### config.mk
export PLATFORM = sky130hd
export DESIGN_NAME = buzzer_beep_pattern_sequencer
export DESIGN_NICKNAME = d
export VERILOG_FILES = /design/src/rtl/bbps_pkg.sv /design/src/rtl/buzzer_beep_pattern_sequencer.sv
export VERILOG_INCLUDE_DIRS = /design/src /design/src/rtl
export SDC_FILE = /design/constraint.sdc
export NUM_CORES = 1
export LEC_CHECK = 0
export BUFFER_PORTS_ARGS = -buffer_cell sky130_fd_sc_hd__buf_4
export CAP_MARGIN = 20
export CORE_MARGIN = 2
export CORE_UTILIZATION = 56
export CTS_CLUSTER_SIZE = 24
export DETAILED_ROUTE_END_ITERATION = 6
export PLACE_DENSITY = 0.78
export SYNTH_ARGS = -nofsm -noshare
export SYNTH_HDL_FRONTEND = slang
export SYNTH_SLANG_ARGS = --single-unit
### constraint.sdc
create_clock -name clk_i -period 2.8 [get_ports clk_i]
set_input_delay 0.56 -clock clk_i [delete_from_list [all_inputs] [get_ports clk_i]]
set_output_delay 0.56 -clock clk_i [all_outputs]
set_load 0.01 [all_outputs]
### src/rtl/buzzer_beep_pattern_sequencer_macros.svh
// ----------------------------------------------------------------------------
// Buzzer beep pattern sequencer assertion macros
// Shared concurrent assertion forms, clocked on clk_i, off during reset.
// ----------------------------------------------------------------------------
`ifndef BUZZER_BEEP_PATTERN_SEQUENCER_MACROS_SVH
`define BUZZER_BEEP_PATTERN_SEQUENCER_MACROS_SVH

// Property must hold at every edge out of reset.
`define BBPS_ASSERT(label, prop) \
  label: assert property (@(posedge clk_i) disable iff (!rst_ni) (prop)) \
    else $error("bbps assertion failed");

// Consequent must hold in the cycle after the antecedent.
`define BBPS_ASSERT_NEXT(label, ante, cons) \
  label: assert property (@(posedge clk_i) disable iff (!rst_ni) (ante) |=> (cons)) \
    else $error("bbps assertion failed");

`endif

### src/rtl/bbps_pkg.sv
// ----------------------------------------------------------------------------
// Buzzer beep pattern sequencer package
// Item kinds, pattern register layout and fixed constants.
// ----------------------------------------------------------------------------
package bbps_pkg;

  localparam int unsigned NUM_PATTERNS = 6;
  localparam int unsigned PAT_W        = 48;
  localparam int unsigned CNT_W        = 16;
  localparam int unsigned IDX_W        = 3;

  localparam logic [IDX_W-1:0] PAT_KEY = 3'd0;

  localparam logic [CNT_W-1:0] TIMER_IDLE    = 16'hFFFF;
  localparam logic [CNT_W-1:0] COUNT_ENDLESS = 16'hFFFF;

  typedef enum logic [1:0] {
    KIND_TICK  = 2'd0,
    KIND_START = 2'd1,
    KIND_STOP  = 2'd2
  } kind_e;

  // count 47:32, off ticks 31:16, on ticks 15:0
  typedef struct packed {
    logic [CNT_W-1:0] count;
    logic [CNT_W-1:0] off_ticks;
    logic [CNT_W-1:0] on_ticks;
  } pattern_t;

endpackage

### src/rtl/buzzer_beep_pattern_sequencer.sv
// ----------------------------------------------------------------------------
// Buzzer beep pattern sequencer
// Six programmable on/off/repeat beep patterns driven by tick, start and stop
// requests; one status result per request.
// ----------------------------------------------------------------------------
// Each request (tick, start or stop) is taken on a handshake and its result,
// the buzzer level and busy flag after the request, appears on the master
// side on the next clock. A new request is taken every cycle as long as the
// result register is empty or being drained; the figure is set by the single
// registered update of the sequencer state and the one-deep result register.
// Pattern registers are written through the cfg port and are read live on
// every phase reload of the running pattern.
`include "buzzer_beep_pattern_sequencer_macros.svh"

module buzzer_beep_pattern_sequencer
  import bbps_pkg::*;
(
  input  logic                 clk_i,
  input  logic                 rst_ni,

  input  logic                 cfg_we_i,
  input  logic [IDX_W-1:0]     cfg_idx_i,
  input  logic [PAT_W-1:0]     cfg_data_i,

  input  logic                 s_axis_tvalid,
  output logic                 s_axis_tready,
  input  logic [7:0]           s_axis_tdata,   // [2:0] pattern_sel, [7:3] zero
  input  logic [1:0]           s_axis_tuser,   // [1:0] kind

  output logic                 m_axis_tvalid,
  input  logic                 m_axis_tready,
  output logic [7:0]           m_axis_tdata    // [0] buzzer_drive, [1] busy_res, [7:2] zero
);

  pattern_t         pat_q [NUM_PATTERNS];

  logic             active_q, active_d;
  logic             phase_off_q, phase_off_d;
  logic [IDX_W-1:0] pattern_id_q, pattern_id_d;
  logic [CNT_W-1:0] on_left_q, on_left_d;
  logic [CNT_W-1:0] off_left_q, off_left_d;
  logic [CNT_W-1:0] beeps_left_q, beeps_left_d;
  logic             drive_q, drive_d;

  logic             out_valid_q;
  logic [1:0]       out_data_q;

  logic             in_acc;
  logic [IDX_W-1:0] sel;
  logic [IDX_W-1:0] rd_addr;
  pattern_t         rd_pat;
  logic [CNT_W-1:0] beeps_dec;

  assign s_axis_tready = !out_valid_q || m_axis_tready;
  assign in_acc        = s_axis_tvalid && s_axis_tready;
  assign sel           = s_axis_tdata[IDX_W-1:0];

  // start reads the selected pattern, tick reloads from the running one
  assign rd_addr = (s_axis_tuser == KIND_START) ? sel : pattern_id_q;

  always_comb begin
    if (rd_addr < IDX_W'(NUM_PATTERNS)) begin
      rd_pat = pat_q[rd_addr];
    end else begin
      rd_pat = '0;
    end
  end

  always_ff @(posedge clk_i or negedge rst_ni) begin
    if (!rst_ni) begin
      for (int i = 0; i < NUM_PATTERNS; i++) begin
        pat_q[i] <= '0;
      end
    end else if (cfg_we_i && (cfg_idx_i < IDX_W'(NUM_PATTERNS))) begin
      pat_q[cfg_idx_i] <= cfg_data_i;
    end
  end

  always_comb begin
    active_d     = active_q;
    phase_off_d  = phase_off_q;
    pattern_id_d = pattern_id_q;
    on_left_d    = on_left_q;
    off_left_d   = off_left_q;
    beeps_left_d = beeps_left_q;
    drive_d      = drive_q;
    beeps_dec    = beeps_left_q;

    if (in_acc) begin
      case (s_axis_tuser)
        KIND_TICK: begin
          if (active_q) begin
            if (!phase_off_q) begin
              if (on_left_q == '0) begin
                drive_d   = 1'b0;
                on_left_d = TIMER_IDLE;
                if (beeps_left_q != COUNT_ENDLESS && beeps_left_q != '0) begin
                  beeps_dec = beeps_left_q - CNT_W'(1);
                end
                beeps_left_d = beeps_dec;
                if (beeps_dec != '0) begin
                  off_left_d  = rd_pat.off_ticks;
                  phase_off_d = 1'b1;
                end else begin
                  active_d    = 1'b0;
                  phase_off_d = 1'b0;
                  off_left_d  = TIMER_IDLE;
                end
              end else begin
                on_left_d = on_left_q - CNT_W'(1);
              end
            end else begin
              if (off_left_q == '0) begin
                off_left_d = TIMER_IDLE;
                if (beeps_left_q != '0) begin
                  drive_d     = 1'b1;
                  phase_off_d = 1'b0;
                  on_left_d   = rd_pat.on_ticks;
                end else begin
                  active_d    = 1'b0;
                  phase_off_d = 1'b0;
                  on_left_d   = TIMER_IDLE;
                end
              end else begin
                off_left_d = off_left_q - CNT_W'(1);
              end
            end
          end
        end
        KIND_START: begin
          // key click never interrupts a running pattern
          if ((sel < IDX_W'(NUM_PATTERNS)) && !(active_q && sel == PAT_KEY)) begin
            active_d     = 1'b1;
            pattern_id_d = sel;
            phase_off_d  = 1'b0;
            off_left_d   = TIMER_IDLE;
            on_left_d    = rd_pat.on_ticks;
            beeps_left_d = rd_pat.count;
            drive_d      = 1'b1;
          end
        end
        KIND_STOP: begin
          active_d     = 1'b0;
          phase_off_d  = 1'b0;
          on_left_d    = TIMER_IDLE;
          off_left_d   = TIMER_IDLE;
          beeps_left_d = COUNT_ENDLESS;
          drive_d      = 1'b0;
        end
        default: begin
        end
      endcase
    end
  end

  always_ff @(posedge clk_i or negedge rst_ni) begin
    if (!rst_ni) begin
      active_q     <= 1'b0;
      phase_off_q  <= 1'b0;
      pattern_id_q <= '0;
      on_left_q    <= TIMER_IDLE;
      off_left_q   <= TIMER_IDLE;
      beeps_left_q <= '0;
      drive_q      <= 1'b0;
    end else begin
      active_q     <= active_d;
      phase_off_q  <= phase_off_d;
      pattern_id_q <= pattern_id_d;
      on_left_q    <= on_left_d;
      off_left_q   <= off_left_d;
      beeps_left_q <= beeps_left_d;
      drive_q      <= drive_d;
    end
  end

  always_ff @(posedge clk_i or negedge rst_ni) begin
    if (!rst_ni) begin
      out_valid_q <= 1'b0;
    end else if (in_acc) begin
      out_valid_q <= 1'b1;
    end else if (m_axis_tready) begin
      out_valid_q <= 1'b0;
    end
  end

  always_ff @(posedge clk_i) begin
    if (in_acc) begin
      out_data_q <= {active_d, drive_d};
    end
  end

  assign m_axis_tvalid = out_valid_q;
  assign m_axis_tdata  = {6'b0, out_data_q};

  `BBPS_ASSERT(a_drive_tracks_phase, drive_q == (active_q && !phase_off_q))
  `BBPS_ASSERT(a_idle_timers, !active_q |-> (on_left_q == TIMER_IDLE && off_left_q == TIMER_IDLE))
  `BBPS_ASSERT(a_off_phase_on_idle, phase_off_q |-> (active_q && on_left_q == TIMER_IDLE))
  `BBPS_ASSERT_NEXT(a_stop_idles, in_acc && s_axis_tuser == KIND_STOP, !active_q && !drive_q)

endmodule

==> flow_summary.toml <==
[route]
vias_per_cell = 6.30
drtIter0Drc = 783
ant_nets = 0
drc_errors = 0
wirelength_um = 40300
via_count = 11798
wl_per_cell_um = 21.5
first_pass_iters = 5

[power]
power.switching_w = 0.00491
seqPwrFrac_pct = 42.9
finalPower_w = 0.0168
p_leak_nw = 8.40
combinationalPowerShare_pct = 27.0
swShare_pct = 29.2
worst_ir_drop_vdd_uv = 514
power_density_mw_per_mm2 = 832
p_clk_share_pct = 30.1
p_int_w = 0.0119

[clock_network]
clkSinkCount = 345
worstSkewPairLatency_ns = 0.52
root_buffer = "clkbuf_16"
h-tree-depth = 2
post-cts-setup-buffer-count = 0
cts_buffers = 38
cts_tree = "built"
clockBufferDepth = 3
path_clk_slew_ns = 0.06

[worst_setup_path]
path_max_fanout = 6
crit_path_end_kind = "flip-flop"
crit_start = "beeps_left_q[1]"
crit_required_ns = 3.03
crit_arrival_ns = 2.92
start_kind = "flip-flop"
r2r_start = "beeps_left_q[1]"
crit_type = "flip-flop to flip-flop"

[cells_and_area]
final_nets = 1521
stdcell_count = 1872
final_common_cell = "mux2_2"
fillers = 2112
final_cell_area_sq_mm = 0.0202
multiInputGateArea_sq_mm = 0.00814
layout_common_cells = "mux2_2, dfrtp_1, buf_4, a21oi_1, nand2_1"
area_growth_pct = 16.7
seq_area_sq_mm = 0.00868
layout-drive-gt1-share_pct = 44.3

[flow_run]
drv_cap = 0

[floorplanning]
fp.dieH_um = 180
die_w_um = 180
dieArea_sq_mm = 0.0323
fp.coreArea_sq_mm = 0.0305
io_pins = 76
row_count = 64
initial_utilization_pct = 56.7

[hold_path]
min_from = "s_axis_tvalid"
hold_path_class = "primary input to flip-flop"

[place]
dpl_cell_area_sq_mm = 0.0189
routabilityCongestion = 0.895
dpl.hpwl_um = 25600
dp_cells = 1800
port_buffers = 64
place_worst_setup_slack_ns = -0.246

[synthesis]
netlist_instances = 1332
syn_area_per_cell_sq_um = 13.0
synth_cell_types = 88
yosysSeqAreaShare_pct = 50.2
yosysWarnings = 0
synth_ff_type = "dfrtp_1"
ys_async_sr_fraction_pct = 99.4
synth-seq-cells = 345
synth_edf_count = 2
syn-cell-area_sq_mm = 0.0173

[sta]
hold_viol = 0
period_share_pct = 96.2
setup_viol = 0
skew_ns = 0.0193
max_slew_margin_pct = 47.5
worstMarginPinSlew_ns = 0.781
grt_setup_unrepaired = "no"
min_period_ns = 2.69
fmax_ghz = 0.371
maxSlewViolCount = 0
layout_setup_ws_ns = 0.108

[outcome]
status = "finished, final reports clean"

[global_route]
grt_max_degree = 79
grt_pass1_vias = 12239
grt_pass1_wl_um = 65900
grtUsageTotal_pct = 25.1
grt.overflow.total = 0
grt_antenna_before_repair = 2
layer usage:
layer / GRT usage (%) / part of all wire, % / up-vias
met5: 0 / 0.025 / -
met3: 4.15 / 5.2 / 69
met4: 7.87 / 2.4 / 2
li1: - / - / 5295
met1: 34.9 / 44 / 6134
met2: 40.7 / 49 / 298
registers in the layout, indices dropped and copies added, names as in the netlist:
register and count:
pat_q 288, beeps_left_q 16, off_left_q 16, on_left_q 16
pattern_id_q 3, out_data_q 2, active_q 1, drive_q 1
m_axis_tvalid 1, phase_off_q 1
final cells by class:
type / count / area share [%]
clock inverters: 6 / 0.415
repair buffers: 165 / 7.42
flip-flops and latches: 345 / 43.0
clock buffers: 64 / 6.05
diodes: 1 / 0.0124
inverters: 17 / 0.316
multi-input cells: 878 / 40.3
well taps: 396 / 2.45
kinds of logic (layout without fill, tap and decap cells):
family          count (synthesis)  in the layout  synth area share [%]
flops                         345            345                  50.2
mux                           392            392                  28.2
simple gates                  226            226                  7.45
buf+inv                       114            252                  3.17
xor+xnor                       12             12                 0.607
other cells                     1              7                0.0217
fa+ha+maj                      10             10                 0.723
compound gates                232            232                  9.67
metrics by stage:
step / hold slack (ns) / utilization [%] / setup TNS [ns]
floorplan: 0.264 / - / 0
CTS: 0.224 / 66.1 / 0
global route: 0.231 / 66.2 / 0
global placement: 0.479 / 61.8 / -3.61
finish: 0.244 / 66.2 / 0
detailed placement: 0.490 / 61.8 / -4.12
power by group through the flow:
| stage | sequential [W] | combinational, W | clock [W] |
|---|---|---|---|
| after floorplan | 0.00692 | 0.00330 | 0 |
| after global placement | 0.00715 | 0.00437 | 0 |
| after detailed placement | 0.00724 | 0.00451 | 0 |
| after CTS | 0.00717 | 0.00454 | 0.00515 |
| after global routing | 0.00734 | 0.00493 | 0.00538 |
| final | 0.00720 | 0.00454 | 0.00506 |
cells in the mapped netlist, drive strengths merged, types with 12 or more instances:
library cell,instances,area (sq um)
a21oi,50,254
a221oi,22,193
a31oi,17,106
buf,53,317
clkbuf,44,168
dfrtp,311,7780
dfstp,32,841
inv,17,63.8
mux2,323,3640
mux2i,26,273
mux4,43,968
nand2,47,176
nand3,12,60.1
nand4,14,87.6
nor2,41,164
nor3,25,153
nor4,18,146
o21ai,35,175
o32a,14,140
path summary, 6_finish.rpt:
path / to / slack [ns] / depth (start not counted)
max: out_data_q[1] / 0.11 / 8
min: m_axis_tvalid / 0.24 / 2
max reg2reg: out_data_q[1] / 0.11 / 8
min reg2reg: pat_q[174] / 0.50 / 1
max in group asynchronous: on_left_q[12] / 1.38 / 3
min in group asynchronous: pat_q[258] / 0.57 / 2
worst max-delay path, cell delays in order (launching register included):
cell,delay [ns]
dfrtp_1,0.37
inv_1,0.08
ha_2,0.23
or4b_4,0.51
nor2_4,0.15
a211oi_2,0.10
a2111oi_2,0.45
o2111a_2,0.33
a31oi_1,0.17
what timing repair did:
action / in CTS / in global routing
hold buffers: 1 / 0
endpoints found under the hold margin: 10 / 0
gates resized for setup: 0 / 3
endpoints found under the setup margin: 0 / 18
No activity file was read; power rests on OpenSTA's default activity.
